--- src/design/pidcs_pkg.sv ---
// Shared types, constants and helper functions for the PID step unit.
package pidcs_pkg;

    localparam int DATA_W    = 32;
    localparam int FRAC_BITS = 16;
    localparam int MUL_W     = 33;
    localparam int PROD_W    = 2 * MUL_W;
    localparam int ACC_W     = 82;
    localparam int GAIN_W    = 47;
    localparam int DIV_NUM_W = 67;
    localparam int DIV_W     = 33;

    localparam logic [2:0] REG_KP       = 3'd0;
    localparam logic [2:0] REG_KI       = 3'd1;
    localparam logic [2:0] REG_KD       = 3'd2;
    localparam logic [2:0] REG_SAMPLE_T = 3'd3;
    localparam logic [2:0] REG_TAU      = 3'd4;
    localparam logic [2:0] REG_OUT_MAX  = 3'd5;
    localparam logic [2:0] REG_OUT_MIN  = 3'd6;
    localparam logic [2:0] REG_DERIV_EN = 3'd7;

    localparam logic signed [DATA_W-1:0] SMAX = {1'b0, {(DATA_W-1){1'b1}}};
    localparam logic signed [DATA_W-1:0] SMIN = {1'b1, {(DATA_W-1){1'b0}}};

    typedef struct packed {
        logic signed [31:0] kp;
        logic signed [31:0] ki;
        logic signed [31:0] kd;
        logic [30:0]        sample_time;
        logic [30:0]        tau;
        logic signed [31:0] out_max;
        logic signed [31:0] out_min;
        logic               derivative_enable;
    } cfg_t;

    function automatic logic [32:0] abs33(input logic [32:0] x);
        abs33 = x[32] ? 33'(-x) : x;
    endfunction

    function automatic logic signed [31:0] sat33(input logic [32:0] x);
        if (x[32] != x[31]) begin
            sat33 = x[32] ? SMIN : SMAX;
        end else begin
            sat33 = x[31:0];
        end
    endfunction

    function automatic logic signed [31:0] satmag(input logic neg,
                                                  input logic [ACC_W-1:0] mag);
        if (!neg) begin
            satmag = (mag > ACC_W'(SMAX)) ? SMAX : mag[31:0];
        end else begin
            satmag = (mag > (ACC_W'(1) << (DATA_W-1))) ? SMIN : 32'(-mag[31:0]);
        end
    endfunction

endpackage

--- src/design/pidcs_mul.sv ---
// Shared 33x33 unsigned multiplier with registered product.
module pidcs_mul (
    input  logic                           clk,
    input  logic                           en,
    input  logic [pidcs_pkg::MUL_W-1:0]    a,
    input  logic [pidcs_pkg::MUL_W-1:0]    b,
    output logic [pidcs_pkg::PROD_W-1:0]   prod
);

    logic [pidcs_pkg::PROD_W-1:0] prod_reg;

    always_ff @(posedge clk)
    begin
        if (en)
        begin
            prod_reg <= {{pidcs_pkg::MUL_W{1'b0}}, a} * {{pidcs_pkg::MUL_W{1'b0}}, b};
        end
    end

    assign prod = prod_reg;

endmodule

--- config.mk ---
export PLATFORM = sky130hd
export DESIGN_NAME = pidcs_mul
export DESIGN_NICKNAME = d
export VERILOG_FILES = /design/src/design/pidcs_pkg.sv /design/src/design/pidcs_mul.sv
export SDC_FILE = /design/constraint.sdc
export NUM_CORES = 2
export LEC_CHECK = 0
export BUFFER_PORTS_ARGS = -buffer_cell sky130_fd_sc_hd__buf_2
export CORE_MARGIN = 8
export CORE_UTILIZATION = 60
export CTS_CLUSTER_SIZE = 30
export DETAILED_ROUTE_END_ITERATION = 10
export PLACE_DENSITY_LB_ADDON = 0.25
export SLEW_MARGIN = 40
export SYNTH_ARGS = -nofsm -noshare
export SYNTH_HDL_FRONTEND = slang
export SYNTH_SLANG_ARGS = --single-unit
--- constraint.sdc ---
create_clock -name clk -period 6.75 [get_ports clk]
set_clock_uncertainty 0.15 [all_clocks]
set_input_delay 0 -clock clk [delete_from_list [all_inputs] [get_ports clk]]
set_output_delay 0 -clock clk [all_outputs]
set_load 0.03 [all_outputs]
==> flow_summary.toml <==
[route]
ant_nets = 0
initialDrtViolationCount = 1943
vias = 28200
routed_via_density = 5.39
first_pass_iters = 7
drc = 0
routed_wl_mm = 102
avgRoutedWirePerCell_um = 19.5

[cts]
clockBufferDepth = 2
path_clk_slew_ps = 60
tritoncts.num_buffers = 9
clockRootBuffer = "clkbuf_16"
cts_tree = "done"
cts_max_level = 3
hold_buffers = 0
cts_num_sinks = 66

[floorplan]
die_w_um = 265
num_rows = 91
die_area_mm2 = 0.0703
ios = 134
dieHeight_um = 265
coreArea_mm2 = 0.0616
start_util_pct = 60.5

[place]
post_dp_cell_area_mm2 = 0.0414
routabilityCongestion = 0.946
place_ws_ps = -988
io_buffers = 133
hpwl_mm = 87.2

[sta]
fmaxAchievable_ghz = 0.139
hold_violations = 0
slew_headroom_pct = 58.0
period_needed_ps = 7190
post-route-period-util_pct = 106
rsz0062_at_grt = "true"
worst_pin_slew_ps = 630
setup_viol = 31
holdWs_ps = 98.2
slew_violations = 0
setup_slack_ps = -436

[synth]
async_flop_share_pct = 0
ys_types = 57
synth-seq-cells = 66
synth_common_cells = "inv_1 (1048), fa_1 (958), and2_1 (574), nand2_1 (567), ha_1 (265)"
synth_edf_count = 66
synth_most_common_cell = "inv_1"
syn_area_mm2 = 0.0373
ys_top_cells_by_area = "fa_1 (51%), inv_1 (11%), and2_1 (9.6%)"
synthesis.nets = 5339
synth_area_per_cell_um2 = 9.21
synth_warnings = 0
yosys.area.top_type_share_pct = 51.5
ys_seq_area_share_pct = 5.32
synth_ff_type = "edfxtp_1"
syn-instance-count = 4048
synth_top_cell_by_area = "fa_1"

[cells_and_area]
largest_register_ffs = 66
finalInstanceArea_mm2 = 0.0431
fin_nets = 5681
syn_to_final_growth_pct = 15.8
fillers = 4673
drive_above_1_share_pct = 17.7

[outcome]
violations = "negative setup slack"
status = "complete, but fails checks"

[grt]
grt_max_degree = 67
antenna_found_initial = 4
overflow = 0
grt_pass1_vias = 31600
track_usage_pct = 29.6
grt_pass1_wl_mm = 164

[worst_setup_path]
cp.required_ps = 6680
crit_type = "primary input to register"
arrival_ps = 7120
cp-start-kind = "primary input"
worst_setup_path_end_kind = "register"
crit_top_cell = "fa_1"
critPathSlowestCell = "fa_1"
timing.critical_path.buf_inv = 8
crit_fanout = 5
critical-path-top-delay-family = "adder cells"
crit_path_max_incr_delay_ps = 530

[worst_hold_path]
hold_class = "primary input to register"

[flow_run]
cap_violations = 0
-- area by class of cell --
type	count	area [um^2]	area share, %
Timing Repair Buffer	542	4490	10.4
Antenna cell	1	2.50	0.00580
Clock buffer	11	233	0.539
Multi-Input combinational cell	2722	31400	72.8
Clock inverter	5	55.1	0.128
Tap cell	837	1050	2.43
Inverter	1049	3940	9.13
Sequential cell	66	1980	4.59
-- kinds of logic after synthesis --
group,synth area share [%]
adder cells (fa/ha/maj),60.4
AO/OA/AOI/OAI,3.39
buffers and inverters,12.7
XOR/XNOR,1.53
flip-flops,5.32
AND/OR/NAND/NOR,16.7
-- per-stage QoR --
stage / util, % / cells / setup TNS, ps
floorplan: - / 4048 / -1970
global placement: 67.2 / 5179 / -22590
detailed placement: 67.2 / 5179 / -25620
CTS: 69.3 / 5222 / -4790
global route: 70.0 / 5233 / -11120
finish: 70.0 / 5233 / -6430
-- cell usage in the layout, fill, tap and decap left out, drive strengths merged, types with 8 or more instances in the layout --
| cell type | n |
|---|---|
| inv | 1049 |
| fa | 958 |
| and2 | 574 |
| nand2 | 568 |
| buf | 536 |
| ha | 265 |
| a21oi | 73 |
| edfxtp | 66 |
| xnor2 | 41 |
| o21ai | 40 |
| nor2 | 33 |
| a21o | 31 |
| xor2 | 24 |
| nand4 | 16 |
| clkbuf | 15 |
| nand3 | 10 |
| o21bai | 8 |
-- final timing paths --
path | from | end | slack (ps) | cells after the start
worst max-delay path | a[18] | prod[58] | -440 | 28
worst min-delay path | en | prod[63] | 100 | 2
-- layer usage --
metal	GRT usage (%)	up-vias	wire length, um
met5	0	-	16
met4	14.9	2	6340
met3	3.72	326	6020
met2	54.0	1069	53600
met1	34.1	14500	36000
li1	-	12300	-
-- timing repair --
item,4_1_cts,5_1_grt
resized for setup,228,116
setup buffers,26,11
cloned,3,1
setup endpoints to repair,37,39
pin swaps,101,75
Power is left out: the tool's default activity adds up to more than one toggle a clock period on the data nets, which glitch-free logic cannot reach.
