[src/design/pidcs_pkg.sv]
// Shared types, constants and helper functions for the PID step unit.
package pidcs_pkg;

    localparam int DATA_W    = 32;
    localparam int FRAC_BITS = 16;
    localparam int MUL_W     = 33;
    localparam int PROD_W    = 2 * MUL_W;
    localparam int ACC_W     = 82;
    localparam int GAIN_W    = 47;
    localparam int DIV_NUM_W = 67;
    localparam int DIV_W     = 33;

    localparam logic [2:0] REG_KP       = 3'd0;
    localparam logic [2:0] REG_KI       = 3'd1;
    localparam logic [2:0] REG_KD       = 3'd2;
    localparam logic [2:0] REG_SAMPLE_T = 3'd3;
    localparam logic [2:0] REG_TAU      = 3'd4;
    localparam logic [2:0] REG_OUT_MAX  = 3'd5;
    localparam logic [2:0] REG_OUT_MIN  = 3'd6;
    localparam logic [2:0] REG_DERIV_EN = 3'd7;

    localparam logic signed [DATA_W-1:0] SMAX = {1'b0, {(DATA_W-1){1'b1}}};
    localparam logic signed [DATA_W-1:0] SMIN = {1'b1, {(DATA_W-1){1'b0}}};

    typedef struct packed {
        logic signed [31:0] kp;
        logic signed [31:0] ki;
        logic signed [31:0] kd;
        logic [30:0]        sample_time;
        logic [30:0]        tau;
        logic signed [31:0] out_max;
        logic signed [31:0] out_min;
        logic               derivative_enable;
    } cfg_t;

    function automatic logic [32:0] abs33(input logic [32:0] x);
        abs33 = x[32] ? 33'(-x) : x;
    endfunction

    function automatic logic signed [31:0] sat33(input logic [32:0] x);
        if (x[32] != x[31]) begin
            sat33 = x[32] ? SMIN : SMAX;
        end else begin
            sat33 = x[31:0];
        end
    endfunction

    function automatic logic signed [31:0] satmag(input logic neg,
                                                  input logic [ACC_W-1:0] mag);
        if (!neg) begin
            satmag = (mag > ACC_W'(SMAX)) ? SMAX : mag[31:0];
        end else begin
            satmag = (mag > (ACC_W'(1) << (DATA_W-1))) ? SMIN : 32'(-mag[31:0]);
        end
    endfunction

endpackage

[src/design/pidcs_div.sv]
// Restoring divider, one quotient bit per cycle, rounds half away from zero.
module pidcs_div (
    input  logic                              clk,
    input  logic                              rst_n,
    input  logic                              start,
    input  logic [pidcs_pkg::DIV_NUM_W-1:0]   num,
    input  logic [pidcs_pkg::DIV_W-1:0]       den,
    output logic                              done,
    output logic                              ovf,
    output logic [pidcs_pkg::DIV_W:0]         mag
);

    localparam int W = pidcs_pkg::DIV_W;
    localparam int DIV_NUM_W_TOP = pidcs_pkg::DIV_NUM_W - 1;

    logic         busy_reg;
    logic         rnd_reg;
    logic         done_reg;
    logic [5:0]   cnt_reg;
    logic [W-1:0] r_reg;
    logic [W-1:0] q_reg;
    logic [W-1:0] sh_reg;
    logic [W-1:0] den_reg;
    logic         ovf_reg;
    logic [W:0]   mag_reg;

    logic [W:0]   shifted;
    logic [W+1:0] diff;

    assign shifted = {r_reg, sh_reg[W-1]};
    assign diff    = {1'b0, shifted} - {2'b0, den_reg};

    always_ff @(posedge clk or negedge rst_n)
    begin
        if (!rst_n)
        begin
            busy_reg <= 1'b0;
            rnd_reg  <= 1'b0;
            done_reg <= 1'b0;
            cnt_reg  <= '0;
        end
        else
        begin
            done_reg <= 1'b0;
            if (start)
            begin
                busy_reg <= 1'b1;
                cnt_reg  <= 6'(W - 1);
            end
            else if (busy_reg)
            begin
                cnt_reg <= cnt_reg - 6'd1;
                if (cnt_reg == '0)
                begin
                    busy_reg <= 1'b0;
                    rnd_reg  <= 1'b1;
                end
            end
            else if (rnd_reg)
            begin
                rnd_reg  <= 1'b0;
                done_reg <= 1'b1;
            end
        end
    end

    always_ff @(posedge clk)
    begin
        if (start)
        begin
            r_reg   <= num[2*W-1:W];
            sh_reg  <= num[W-1:0];
            den_reg <= den;
            ovf_reg <= num[DIV_NUM_W_TOP:W] >= {1'b0, den};
        end
        else if (busy_reg)
        begin
            sh_reg <= {sh_reg[W-2:0], 1'b0};
            if (!diff[W+1])
            begin
                r_reg <= diff[W-1:0];
                q_reg <= {q_reg[W-2:0], 1'b1};
            end
            else
            begin
                r_reg <= shifted[W-1:0];
                q_reg <= {q_reg[W-2:0], 1'b0};
            end
        end
        else if (rnd_reg)
        begin
            mag_reg <= {1'b0, q_reg} + (W+1)'(r_reg >= (den_reg - r_reg));
        end
    end

    assign done = done_reg;
    assign ovf  = ovf_reg;
    assign mag  = mag_reg;

endmodule

[config.mk]
export PLATFORM = sky130hd
export DESIGN_NAME = pidcs_div
export DESIGN_NICKNAME = d
export VERILOG_FILES = /design/src/design/pidcs_pkg.sv /design/src/design/pidcs_div.sv
export SDC_FILE = /design/constraint.sdc
export NUM_CORES = 1
export LEC_CHECK = 0
export BUFFER_PORTS_ARGS = -buffer_cell sky130_fd_sc_hd__buf_2
export CAP_MARGIN = 5
export CORE_MARGIN = 2
export CORE_UTILIZATION = 54
export DETAILED_ROUTE_END_ITERATION = 7
export PLACE_DENSITY = 0.74
export SLEW_MARGIN = 40
export SYNTH_ARGS = -nofsm -noshare
export SYNTH_HDL_FRONTEND = slang
export SYNTH_SLANG_ARGS = --single-unit
export TNS_END_PERCENT = 50
[constraint.sdc]
create_clock -name clk -period 5.05 [get_ports clk]
set_input_delay 0.2525 -clock clk [delete_from_list [all_inputs] [get_ports clk]]
set_output_delay 0.2525 -clock clk [all_outputs]
set_load 0.02 [all_outputs]
==> summary.txt <==
Outcome
  • Status: complete, but fails checks
  • Failing checks: setup timing

STA
  • Pins Over Slew Limit: 0
  • RSZ-0062 raised after global routing: yes
  • Slew of the pin with the lowest slew margin: 678 ps
  • Final Hold Vio Count: 0
  • Final setup vio count: 24
  • Setup Skew: 14.3 ps
  • Crit path time final: 5290 ps
  • Fin crit share: 1.05
  • Fmax: 189 MHz
  • PnR worst setup slack: -243 ps
  • Slew headroom: 0.548

Layout
  • Commonest non-fill, non-tap cells in the layout: 167 x edfxtp_1, 137 x buf_2, 132 x ha_1
  • Fill count: 1819
  • Commonest non-fill, non-tap cell in the layout: edfxtp_1
  • Final net count: 1631
  • Max reg flops: 34
  • Ratio of cells with drive above 1 in the final layout: 0.235
  • Area growth, synth to finish: 18.7%
  • Non-Filler Instances: 1690

Synthesis
  • Mapped Avg Cell Area: 10.5 um^2
  • Post-synthesis sequential area ratio: 0.425
  • Post-synthesis net count: 1419
  • Simple-gate area share of the yosys netlist: 0.120
  • XOR/XNOR Fraction of Synth Area: 0.0582
  • Mux cell area share after synthesis: 0.0481
  • Flops & latches, synth: 176
  • Share of flip-flops with an asynchronous set or reset: 0.0511
  • Cells after synthesis: 1179
  • Post-synth EDFFs: 167
  • Unique masters post-synth: 78
  • Compound-Gate Fraction of Synth Area: 0.159
  • Post-synthesis cell area: 12300 um^2
  • Synth Area in Adders: 0.140
  • Most used flip-flop cell after synthesis: edfxtp_1
  • YS warnings: 0
  • Largest family of logic cells by synthesized area: compound AO/OA/AOI/OAI gates

Setup path
  • Max stage delay cell, worst path: edfxtp_1
  • Worst Path Arrival: 5480 ps
  • FF-to-FF Start: den_reg[0]
  • Most frequent CP cell: nand4_1
  • Worst Setup Start Kind: flip-flop
  • Worst Path Required: 5230 ps
  • Crit path launch: den_reg[0]
  • Largest fanout on the critical path: 4
  • WS Path Type: flip-flop to flip-flop
  • CP endpoint kind: flip-flop
  • CP max stage delay: 380 ps

Drt
  • Final WL: 30300 um
  • Via count: 9841
  • DRT iter0 DRCs: 705
  • DR pass1 iterations: 5
  • Vias per cell: 5.82
  • DRC violations left: 0
  • DRT antenna net count: 0
  • Routed wire per std cell: 18.0 um

Place
  • Post-DP HPWL: 22800 um
  • Placer Congestion: 0.920
  • # port buffers: 138
  • Placed Cells: 1638

Clock network
  • CTS clock-pin slew for the worst setup and hold paths: 80 ps
  • Clock Tree Buf Depth: 2
  • TritonCTS Sinks: 176
  • Worst-Skew Late Latency: 440 ps
  • CTS tree: built
  • Clock root buffer: clkbuf_16
  • H-tree levels: 4
  • TritonCTS Buffers: 17

Flow run
  • Maxcap violations: 0

Pwr
  • PD cells: 598 nW/um^2
  • Internal power: 5010 uW
  • Comb power frac: 0.594
  • Peak supply drop: 0.319 mV
  • P_leak: 0.00657 uW
  • Pwr Total: 8760 uW
  • Seq pwr share: 0.255
  • Switching share of power: 0.428
  • Psw: 3750 uW
  • Clock Power Share: 0.151

Hold path
  • Min-delay src: den[25]
  • Hold crit path type: input pin to flip-flop

Global routing
  • Number of global-route vias before repair: 9577
  • Largest net degree at the start of global routing: 63
  • GRT Overall Usage: 0.255
  • First-pass GRT wire length: 48700 um
  • Initial antenna violation count: 2
  • Remaining global-route overflow: 0

Floorplanning
  • Die ar.: 24100 um^2
  • I/O Pins: 139
  • Vert. Die Dim: 155 um
  • Site row count: 55
  • Die Wd: 155 um
  • Core Footprint: 22600 um^2
  • Starting Density: 0.547
-- cells by family after synthesis --
logic type	count (synthesis)
buffers and inverters	147
adders and majority gates	137
DFF	176
AOI/OAI and AO/OA	292
muxes	55
xor gates and xnor gates	82
and+or+nand+nor	290
-- worst paths after layout --
| kind | end | cells after the start | slack (ps) |
|---|---|---|---|
| max reg2reg | mag[21] | 27 | -240 |
| min reg2reg | q_reg[1] | 0 | 470 |
| min | den_reg[25] | 1 | 10 |
| max in group asynchronous | cnt_reg[3] | 2 | 4660 |
| max | mag[21] | 27 | -240 |
| min in group asynchronous | done | 2 | 200 |
-- synthesized netlist by cell type, types with 3 or more instances --
| library cell | instances | share of area |
|---|---|---|
| a211o_1 | 3 | 0.0021 |
| a211oi_1 | 11 | 0.0067 |
| a211oi_2 | 3 | 0.0030 |
| a21o_1 | 47 | 0.029 |
| a21o_2 | 3 | 0.0021 |
| a21oi_1 | 75 | 0.030 |
| a221o_1 | 6 | 0.0049 |
| a31oi_1 | 8 | 0.0041 |
| and2_1 | 6 | 0.0030 |
| and3_1 | 11 | 0.0056 |
| and4_1 | 6 | 0.0043 |
| buf_1 | 4 | 0.0012 |
| buf_4 | 5 | 0.0030 |
| buf_6 | 5 | 0.0046 |
| clkbuf_1 | 13 | 0.0040 |
| dfrtp_1 | 9 | 0.018 |
| edfxtp_1 | 167 | 0.41 |
| ha_1 | 135 | 0.14 |
| inv_1 | 119 | 0.036 |
| mux2_2 | 34 | 0.031 |
| mux2i_1 | 21 | 0.017 |
| nand2_1 | 73 | 0.022 |
| nand2b_1 | 9 | 0.0046 |
| nand3_1 | 20 | 0.0081 |
| nand3b_1 | 5 | 0.0030 |
| nand4_1 | 26 | 0.013 |
| nand4b_1 | 4 | 0.0028 |
| nor2_1 | 66 | 0.020 |
| nor2b_1 | 13 | 0.0066 |
| nor3_1 | 24 | 0.0097 |
| nor4_1 | 9 | 0.0046 |
| o2111ai_1 | 3 | 0.0021 |
| o211ai_1 | 8 | 0.0049 |
| o21a_1 | 14 | 0.0085 |
| o21ai_0 | 61 | 0.025 |
| o21ba_2 | 3 | 0.0024 |
| o21bai_1 | 7 | 0.0043 |
| o31ai_1 | 9 | 0.0055 |
| or3_1 | 4 | 0.0020 |
| xnor2_1 | 56 | 0.040 |
| xor2_1 | 26 | 0.018 |
-- metal layers --
metal / vias to the layer above / GRT usage / routed length (um)
met4: 2 / 0.0660 / 603
li1: 4800 / - / -
met2: 314 / 0.408 / 13900
met3: 42 / 0.0490 / 1660
met5: - / 0 / 13
met1: 4683 / 0.358 / 14200
-- worst max-delay path: cells and delay by family (launching register included) --
kind / cells / cell delay (ps)
compound gates: 11 / 1930
fa+ha+maj: 4 / 1060
simple gates: 6 / 930
buf+inv: 4 / 430
flops: 1 / 380
xor+xnor: 2 / 290
-- stage by stage --
stage / setup TNS [ps] / worst slack (ps) / util / hold WS [ps] / area [um^2]
6_report: -3470 / -243 / 0.649 / 9.91 / 14700
5_1_grt: -12220 / -555 / 0.649 / 1.01 / 14700
4_1_cts: -5660 / -338 / 0.646 / 0.0161 / 14600
3_5_place_dp: -6190 / -365 / 0.609 / 115 / 13700
3_3_place_gp: -3350 / -234 / 0.609 / 119 / 13700
2_1_floorplan: -140 / -120 / - / -43.1 / 12400
-- power by group through the flow --
| stage | Sequential (uW) | Clock (uW) | Combinational, uW |
|---|---|---|---|
| 6_report | 2230 | 1320 | 5200 |
| 5_1_grt | 2270 | 1390 | 5750 |
| 4_1_cts | 2230 | 1340 | 5030 |
| 3_5_place_dp | 2250 | 0 | 4840 |
| 3_3_place_gp | 2240 | 0 | 4770 |
| 2_1_floorplan | 2230 | 0 | 3560 |
-- area by class of cell --
class / instances / area, um^2 / area share
antenna: 1 / 2.50 / 0.000171
clock buffer: 17 / 425 / 0.0290
clock inverter: 15 / 168 / 0.0114
inverter: 120 / 455 / 0.0311
multi-input combinational: 856 / 6660 / 0.455
sequential: 176 / 5240 / 0.358
tap: 285 / 357 / 0.0243
timing repair buffer: 220 / 1350 / 0.0918
-- timing repair --
action                                  CTS  global route
endpoints found under the setup margin   29            33
pin swaps                                18            10
resized for setup                        21            18
hold buffers                             10             0
buffers inserted                          9             2
endpoints found under the hold margin    18             0
No activity file was read; power rests on OpenSTA's default activity.
