<file path="src/design/pidcs_pkg.sv">
// Shared types, constants and helper functions for the PID step unit.
package pidcs_pkg;

    localparam int DATA_W    = 32;
    localparam int FRAC_BITS = 16;
    localparam int MUL_W     = 33;
    localparam int PROD_W    = 2 * MUL_W;
    localparam int ACC_W     = 82;
    localparam int GAIN_W    = 47;
    localparam int DIV_NUM_W = 67;
    localparam int DIV_W     = 33;

    localparam logic [2:0] REG_KP       = 3'd0;
    localparam logic [2:0] REG_KI       = 3'd1;
    localparam logic [2:0] REG_KD       = 3'd2;
    localparam logic [2:0] REG_SAMPLE_T = 3'd3;
    localparam logic [2:0] REG_TAU      = 3'd4;
    localparam logic [2:0] REG_OUT_MAX  = 3'd5;
    localparam logic [2:0] REG_OUT_MIN  = 3'd6;
    localparam logic [2:0] REG_DERIV_EN = 3'd7;

    localparam logic signed [DATA_W-1:0] SMAX = {1'b0, {(DATA_W-1){1'b1}}};
    localparam logic signed [DATA_W-1:0] SMIN = {1'b1, {(DATA_W-1){1'b0}}};

    typedef struct packed {
        logic signed [31:0] kp;
        logic signed [31:0] ki;
        logic signed [31:0] kd;
        logic [30:0]        sample_time;
        logic [30:0]        tau;
        logic signed [31:0] out_max;
        logic signed [31:0] out_min;
        logic               derivative_enable;
    } cfg_t;

    function automatic logic [32:0] abs33(input logic [32:0] x);
        abs33 = x[32] ? 33'(-x) : x;
    endfunction

    function automatic logic signed [31:0] sat33(input logic [32:0] x);
        if (x[32] != x[31]) begin
            sat33 = x[32] ? SMIN : SMAX;
        end else begin
            sat33 = x[31:0];
        end
    endfunction

    function automatic logic signed [31:0] satmag(input logic neg,
                                                  input logic [ACC_W-1:0] mag);
        if (!neg) begin
            satmag = (mag > ACC_W'(SMAX)) ? SMAX : mag[31:0];
        end else begin
            satmag = (mag > (ACC_W'(1) << (DATA_W-1))) ? SMIN : 32'(-mag[31:0]);
        end
    endfunction

endpackage

</file>
<file path="src/design/pidcs_regs.sv">
// APB configuration register file for the PID step unit.
module pidcs_regs (
    input  logic                clk,
    input  logic                rst_n,
    input  logic                psel,
    input  logic                penable,
    input  logic                pwrite,
    input  logic [4:0]          paddr,
    input  logic [31:0]         pwdata,
    output logic [31:0]         prdata,
    output logic                pready,
    output pidcs_pkg::cfg_t     cfg
);

    pidcs_pkg::cfg_t cfg_reg;
    logic [2:0]      idx;
    logic            wr;

    assign idx    = paddr[4:2];
    assign wr     = psel && penable && pwrite;
    assign pready = 1'b1;

    always_ff @(posedge clk or negedge rst_n)
    begin
        if (!rst_n)
        begin
            cfg_reg.kp                <= '0;
            cfg_reg.ki                <= '0;
            cfg_reg.kd                <= '0;
            cfg_reg.sample_time       <= 31'd66;
            cfg_reg.tau               <= '0;
            cfg_reg.out_max           <= '0;
            cfg_reg.out_min           <= '0;
            cfg_reg.derivative_enable <= 1'b1;
        end
        else if (wr)
        begin
            unique case (idx)
                pidcs_pkg::REG_KP:       cfg_reg.kp                <= pwdata;
                pidcs_pkg::REG_KI:       cfg_reg.ki                <= pwdata;
                pidcs_pkg::REG_KD:       cfg_reg.kd                <= pwdata;
                pidcs_pkg::REG_SAMPLE_T: cfg_reg.sample_time       <= pwdata[30:0];
                pidcs_pkg::REG_TAU:      cfg_reg.tau               <= pwdata[30:0];
                pidcs_pkg::REG_OUT_MAX:  cfg_reg.out_max           <= pwdata;
                pidcs_pkg::REG_OUT_MIN:  cfg_reg.out_min           <= pwdata;
                pidcs_pkg::REG_DERIV_EN: cfg_reg.derivative_enable <= pwdata[0];
            endcase
        end
    end

    always_comb
    begin
        unique case (idx)
            pidcs_pkg::REG_KP:       prdata = cfg_reg.kp;
            pidcs_pkg::REG_KI:       prdata = cfg_reg.ki;
            pidcs_pkg::REG_KD:       prdata = cfg_reg.kd;
            pidcs_pkg::REG_SAMPLE_T: prdata = {1'b0, cfg_reg.sample_time};
            pidcs_pkg::REG_TAU:      prdata = {1'b0, cfg_reg.tau};
            pidcs_pkg::REG_OUT_MAX:  prdata = cfg_reg.out_max;
            pidcs_pkg::REG_OUT_MIN:  prdata = cfg_reg.out_min;
            pidcs_pkg::REG_DERIV_EN: prdata = {31'b0, cfg_reg.derivative_enable};
        endcase
    end

    assign cfg = cfg_reg;

endmodule

</file>
<file path="config.mk">
export PLATFORM = sky130hd
export DESIGN_NAME = pidcs_regs
export DESIGN_NICKNAME = d
export VERILOG_FILES = /design/src/design/pidcs_pkg.sv /design/src/design/pidcs_regs.sv
export SDC_FILE = /design/constraint.sdc
export NUM_CORES = 1
export LEC_CHECK = 0
export BUFFER_PORTS_ARGS = -buffer_cell sky130_fd_sc_hd__buf_2
export CAP_MARGIN = 10
export CORE_ASPECT_RATIO = 0.9
export CORE_MARGIN = 4
export CORE_UTILIZATION = 52
export CTS_CLUSTER_DIAMETER = 100
export DETAILED_ROUTE_END_ITERATION = 16
export PLACE_DENSITY_LB_ADDON = 0.15
export SLEW_MARGIN = 30
export SYNTH_ARGS = -nofsm -noshare
export SYNTH_HDL_FRONTEND = slang
export SYNTH_SLANG_ARGS = --single-unit
</file>
<file path="constraint.sdc">
create_clock -name clk -period 2.2 [get_ports clk]
set_input_delay 0.33 -clock clk [delete_from_list [all_inputs] [get_ports clk]]
set_output_delay 0.33 -clock clk [all_outputs]
set_load 0.03 [all_outputs]
</file>
==> impl_metrics.json, run 1 <==
{
  "antenna_left": 0,
  "yosys-top-cells-count": "dfrtp_1, mux2_2, mux2_4, nor2_1, buf_2",
  "grt_setup_unrepaired": "no",
  "antennaDiodeCount": 0,
  "grt_start_max_net_pins": 81,
  "finalSetupViolations": 0,
  "track_usage": 0.263,
  "status": "completed",
  "syn_area_um2": 10400,
  "stdcell_count": 1311,
  "vias_per_cell": 5.74,
  "crit_fanout": 3,
  "fmax_mhz": 468,
  "synth_top_area_frac": 0.528,
  "start_util": 0.536,
  "grt_overflow": 0,
  "dpl.hpwl_mm": 20.5,
  "routed_wirelength_mm": 29.8,
  "syn_nets": 772,
  "grt_pass1_vias": 7949,
  "nFillCells": 1411,
  "p_leak_nw": 6.90,
  "numClockSinks": 223,
  "setup_tns_ps": 0,
  "finalWeightedCongestion": 0.808,
  "drv_slew": 0,
  "power.density_nw_per_um2": 1080,
  "cp-start-kind": "register",
  "dieArea_um2": 22400,
  "clk_latency_ps": 500,
  "cp_slowest_cell": "dfrtp_1",
  "synth_area_per_cell_um2": 14.3,
  "cp_cell_sequence": "mux2_2 > and3_1 > o32a_1 > buf_6",
  "path_buf_inv": 1,
  "path_class": "reg2out",
  "synth-edff-count": 0,
  "cts_max_level": 1,
  "synth_cell_types": 38,
  "clk_pin_slew_ps": 60,
  "synth_top_area_cell": "dfrtp_1",
  "dieWidth_um": 157,
  "hold_violations": 0,
  "required_ps": 1870,
  "finalNetCount": 1086,
  "max_slew_margin": 0.574,
  "ys_seq_area_frac": 0.536,
  "max_slew.worst_pin.slew_ps": 639,
  "num_vias": 7531,
  "row_count": 48,
  "slowest_delay_ps": 400,
  "cts_tree": "done",
  "seqCellArea_um2": 5580,
  "cp_top_family": "flip-flops",
  "drt_iter0_drc": 345,
  "fin_worst_skew_ps": 0,
  "core_um2": 19500,
  "cts_inserted_buffers": 24,
  "worst-endpoint-arrival_ps": 1810,
  "cts_max_path_buffers": 3,
  "drv_cap": 0,
  "fin_crit_sh": 0.971,
  "period_minus_slack_ps": 2140,
  "worstSetupEndpointType": "output pin",
  "fp.dieH_um": 142,
  "peakVddDrop_mv": 0.600,
  "largest_register_ffs": 223,
  "dp.cells": 1266,
  "areaGrowthSynthToFinish_pct": 29.2,
  "drc": 0,
  "ys.flop_type": "dfrtp_1",
  "grt_first_pass_wirelength_mm": 46.1,
  "synth.area.top_cells": "dfrtp_1, mux2_2, mux2_4",
  "yosysMostFrequentCell": "dfrtp_1",
  "synth-seq-cells": 223,
  "synth_warnings": 0,
  "multi_input_area_um2": 4580,
  "hp-class": "in2reg",
  "final_layout_size_suffix_gt1_frac": 0.613,
  "ios": 298,
  "drt-pass1-iter-count": 5,
  "synth_cells": 730,
  "grt_antenna_before_repair": 0,
  "async_flop_share": 1.00,
  "port_buffers": 294,
  "avgRoutedWirePerCell_um": 22.7,
  "cts_root_buffer": "clkbuf_16"
}
## layout make-up
| cell class | instances | area share |
|---|---|---|
| Clock buffer | 37 | 0.0587 |
| Clock inverter | 6 | 0.00641 |
| Inverter | 14 | 0.00390 |
| Multi-Input combinational cell | 434 | 0.340 |
| Sequential cell | 223 | 0.414 |
| Tap cell | 250 | 0.0232 |
| Timing Repair Buffer | 347 | 0.154 |
## through the flow
step / power (mW) / worst slack [ps] / hold slack [ps] / util / area, um^2
5_1_grt: 15.2 / 21.7 / 112 / 0.693 / 13500
4_1_cts: 14.7 / 5.76 / 98.7 / 0.692 / 13500
6_report: 14.6 / 63.5 / 122 / 0.693 / 13500
3_5_place_dp: 10.3 / 121 / 374 / 0.646 / 12600
3_3_place_gp: 10.2 / 153 / 375 / 0.646 / 12600
2_1_floorplan: 8.68 / 82.6 / 34.4 / - / 10500
## cells by family after synthesis
group / count (synthesis) / share of synthesized area
AO/OA/AOI/OAI: 89 / 0.0622
buffers and inverters: 73 / 0.0359
flip-flops: 223 / 0.536
multiplexers: 261 / 0.319
other: 1 / 0.000360
AND/OR/NAND/NOR: 83 / 0.0472
## routing by layer
layer | track usage | vias to the layer above | part of all wire
met5 | 0 | - | 0
met4 | 0.0688 | 0 | 0.025
met3 | 0.0635 | 50 | 0.073
met2 | 0.434 | 258 | 0.48
met1 | 0.353 | 3902 | 0.42
li1 | - | 3321 | -
## repair_timing
item,in CTS,in global routing
buffers inserted,0,1
endpoints found under the setup margin,1,1
hold buffers,1,0
endpoints found under the hold margin,72,0
gates cloned,0,0
pin swaps,1,0
resized for setup,2,1
## final timing paths
kind / from / end / slack (ps) / cells after the start
max: cfg[172] / prdata[13] / 60 / 4
min: pwdata[31] / cfg[222] / 120 / 2
max reg2reg: cfg[73] / cfg[73] / 1330 / 2
min reg2reg: cfg[109] / cfg[109] / 520 / 1
max in group asynchronous: rst_n / cfg[196] / 1020 / 3
min in group asynchronous: rst_n / cfg[165] / 410 / 2
## placed cells by master (no fill, tap or decap), types with 2 or more instances in the layout
master	count
buf_2	289
dfrtp_1	220
mux2_2	164
mux2_4	57
buf_4	40
nor2_1	31
clkbuf_16	25
mux4_2	17
a21oi_1	17
a22oi_1	16
a31oi_1	15
mux2i_1	15
inv_1	14
nand2b_1	14
buf_12	14
a221o_1	12
and4b_1	12
a2bb2oi_1	12
clkbuf_8	12
a31oi_2	10
mux2_1	8
nor2_4	5
nand2_1	4
nor3b_1	3
dfstp_2	3
nor2b_1	2
nand3b_1	2
o32a_1	2
a221oi_1	2
or3_2	2
clkinv_2	2
bufinv_16	2
## where the power goes
part | internal, mW | switching (mW) | leakage, nW
clock network | 2.70 | 1.65 | 0.435
registers | 4.92 | 0.667 | 2.84
logic | 1.72 | 2.92 | 3.62
Power figures use the tool's default switching activity.
==> run 2: changes to the inputs <==
--- a/config.mk
+++ b/config.mk
@@ -9,4 +9,3 @@
 export CAP_MARGIN = 10
-export CORE_ASPECT_RATIO = 0.9
-export CORE_MARGIN = 4
+export CORE_ASPECT_RATIO = 0.8
 export CORE_UTILIZATION = 52
==> constraint.sdc (replaced) <==
create_clock -name clk -period 2.2 [get_ports clk]
set_input_delay 0.11 -clock clk [delete_from_list [all_inputs] [get_ports clk]]
set_output_delay 0.11 -clock clk [all_outputs]
set_load 0.03 [all_outputs]
==> impl_metrics.json, run 2 (synthesis gave the netlist of run 1 again) <==
{
  "crit_fanout": 3,
  "cp_cell_sequence": "mux2_2 > and3_1 > o32a_1 > buf_2",
  "port_buffers": 294,
  "path_class": "reg2out",
  "track_usage": 0.286,
  "final_layout_size_suffix_gt1_frac": 0.575,
  "largest_register_ffs": 223,
  "dieWidth_um": 160,
  "mostFrequentLayoutCell": "buf_2",
  "timing.hold.ws_ps": 132,
  "period_minus_slack_ps": 1990,
  "finalNetCount": 1098,
  "grt_setup_unrepaired": "no",
  "fmax_mhz": 504,
  "drt_iter0_drc": 510,
  "drv_cap": 0,
  "hp-class": "in2async",
  "drc": 0,
  "path_buf_inv": 1,
  "core_um2": 19300,
  "start_util": 0.540,
  "clk_latency_ps": 510,
  "ctsHoldBuffers": 33,
  "drt-pass1-iter-count": 5,
  "status": "completed",
  "cts_max_path_buffers": 3,
  "p_leak_nw": 6.85,
  "cts_root_buffer": "clkbuf_16",
  "max_slew_margin": 0.401,
  "fin_worst_skew_ps": 0,
  "hold_violations": 0,
  "row_count": 45,
  "post_cts_resize_count": 0,
  "antennaDiodeCount": 0,
  "stdcell_count": 1331,
  "grt_antenna_before_repair": 0,
  "cp_slowest_cell": "dfrtp_1",
  "drv_slew": 0,
  "cp-start-kind": "register",
  "dp.cells": 1256,
  "clk_pin_slew_ps": 60,
  "cp_top_family": "flip-flops",
  "max_slew.worst_pin.slew_ps": 898,
  "finalSetupViolations": 0,
  "worstSetupEndpointType": "output pin",
  "setup_tns_ps": 0,
  "dpl.hpwl_mm": 19.3,
  "peakVddDrop_mv": 0.745,
  "antenna_left": 0,
  "power_mw": 14.0,
  "num_vias": 7583,
  "avgRoutedWirePerCell_um": 22.0,
  "post-cts-setup-buffer-count": 0,
  "fin_crit_sh": 0.903,
  "slowest_delay_ps": 400,
  "routed_wirelength_mm": 29.3,
  "fp.dieH_um": 129,
  "numClockSinks": 223,
  "worst-endpoint-arrival_ps": 1880,
  "power.density_nw_per_um2": 1050,
  "finalWeightedCongestion": 0.791,
  "areaGrowthSynthToFinish_pct": 28.2,
  "ios": 298,
  "utilization": 0.692,
  "cts_tree": "done",
  "layout_common_cells": "buf_2, dfrtp_1, mux2_2",
  "cts_inserted_buffers": 23,
  "grt_first_pass_wirelength_mm": 45.3,
  "cts_max_level": 1,
  "grt_start_max_net_pins": 68,
  "vias_per_cell": 5.70,
  "grt_pass1_vias": 7586,
  "required_ps": 2090,
  "grt_overflow": 0,
  "dieArea_um2": 20600
}
run 2: changes by cell type in the layout (fill, tap and decap cells not counted), sizes merged:
cell and delta:
buf -18, clkbuf -3, dlygate4sd3 +32, clkinvlp -1, clkinv +4, bufinv -2
run 2: worst paths after layout:
kind | startpoint | end | slack, ps | depth (start not counted)
worst max-delay path | cfg[172] | prdata[13] | 210 | 4
max in group asynchronous | rst_n | cfg[207] | 1300 | 3
worst min register to register | cfg[155] | cfg[155] | 510 | 1
worst max register to register | cfg[169] | cfg[169] | 1380 | 1
min in group clk | paddr[4] | cfg[0] | 260 | 4
worst min-delay path | rst_n | cfg[105] | 130 | 2
run 2: layer usage:
metal	global-route usage	wire length, um	vias to the layer above
li1	-	-	3354
met1	0.403	13100	3918
met2	0.459	13800	271
met3	0.0577	1900	40
met4	0.0717	605	0
met5	0	0	-
run 2: power by group:
part	switching (mW)	internal [mW]	total (mW)
Sequential	0.643	4.92	5.56
Clock	1.61	2.19	3.80
Combinational	2.92	1.70	4.62
Total	5.17	8.81	14.0
run 2: cell type report:
class | count | area, um^2
Clock buffer | 35 | 701
Timing Repair Buffer | 360 | 2150
Inverter | 14 | 52.6
Multi-Input combinational cell | 434 | 4520
Clock inverter | 7 | 38.8
Fill cell | 1423 | 5940
Tap cell | 258 | 323
Sequential cell | 223 | 5580
run 2: through the flow:
step	instance area [um^2]	setup WS [ps]
6_report	13400	214
5_1_grt	13400	161
4_1_cts	13400	204
3_5_place_dp	12300	414
3_3_place_gp	12300	419
2_1_floorplan	10400	415
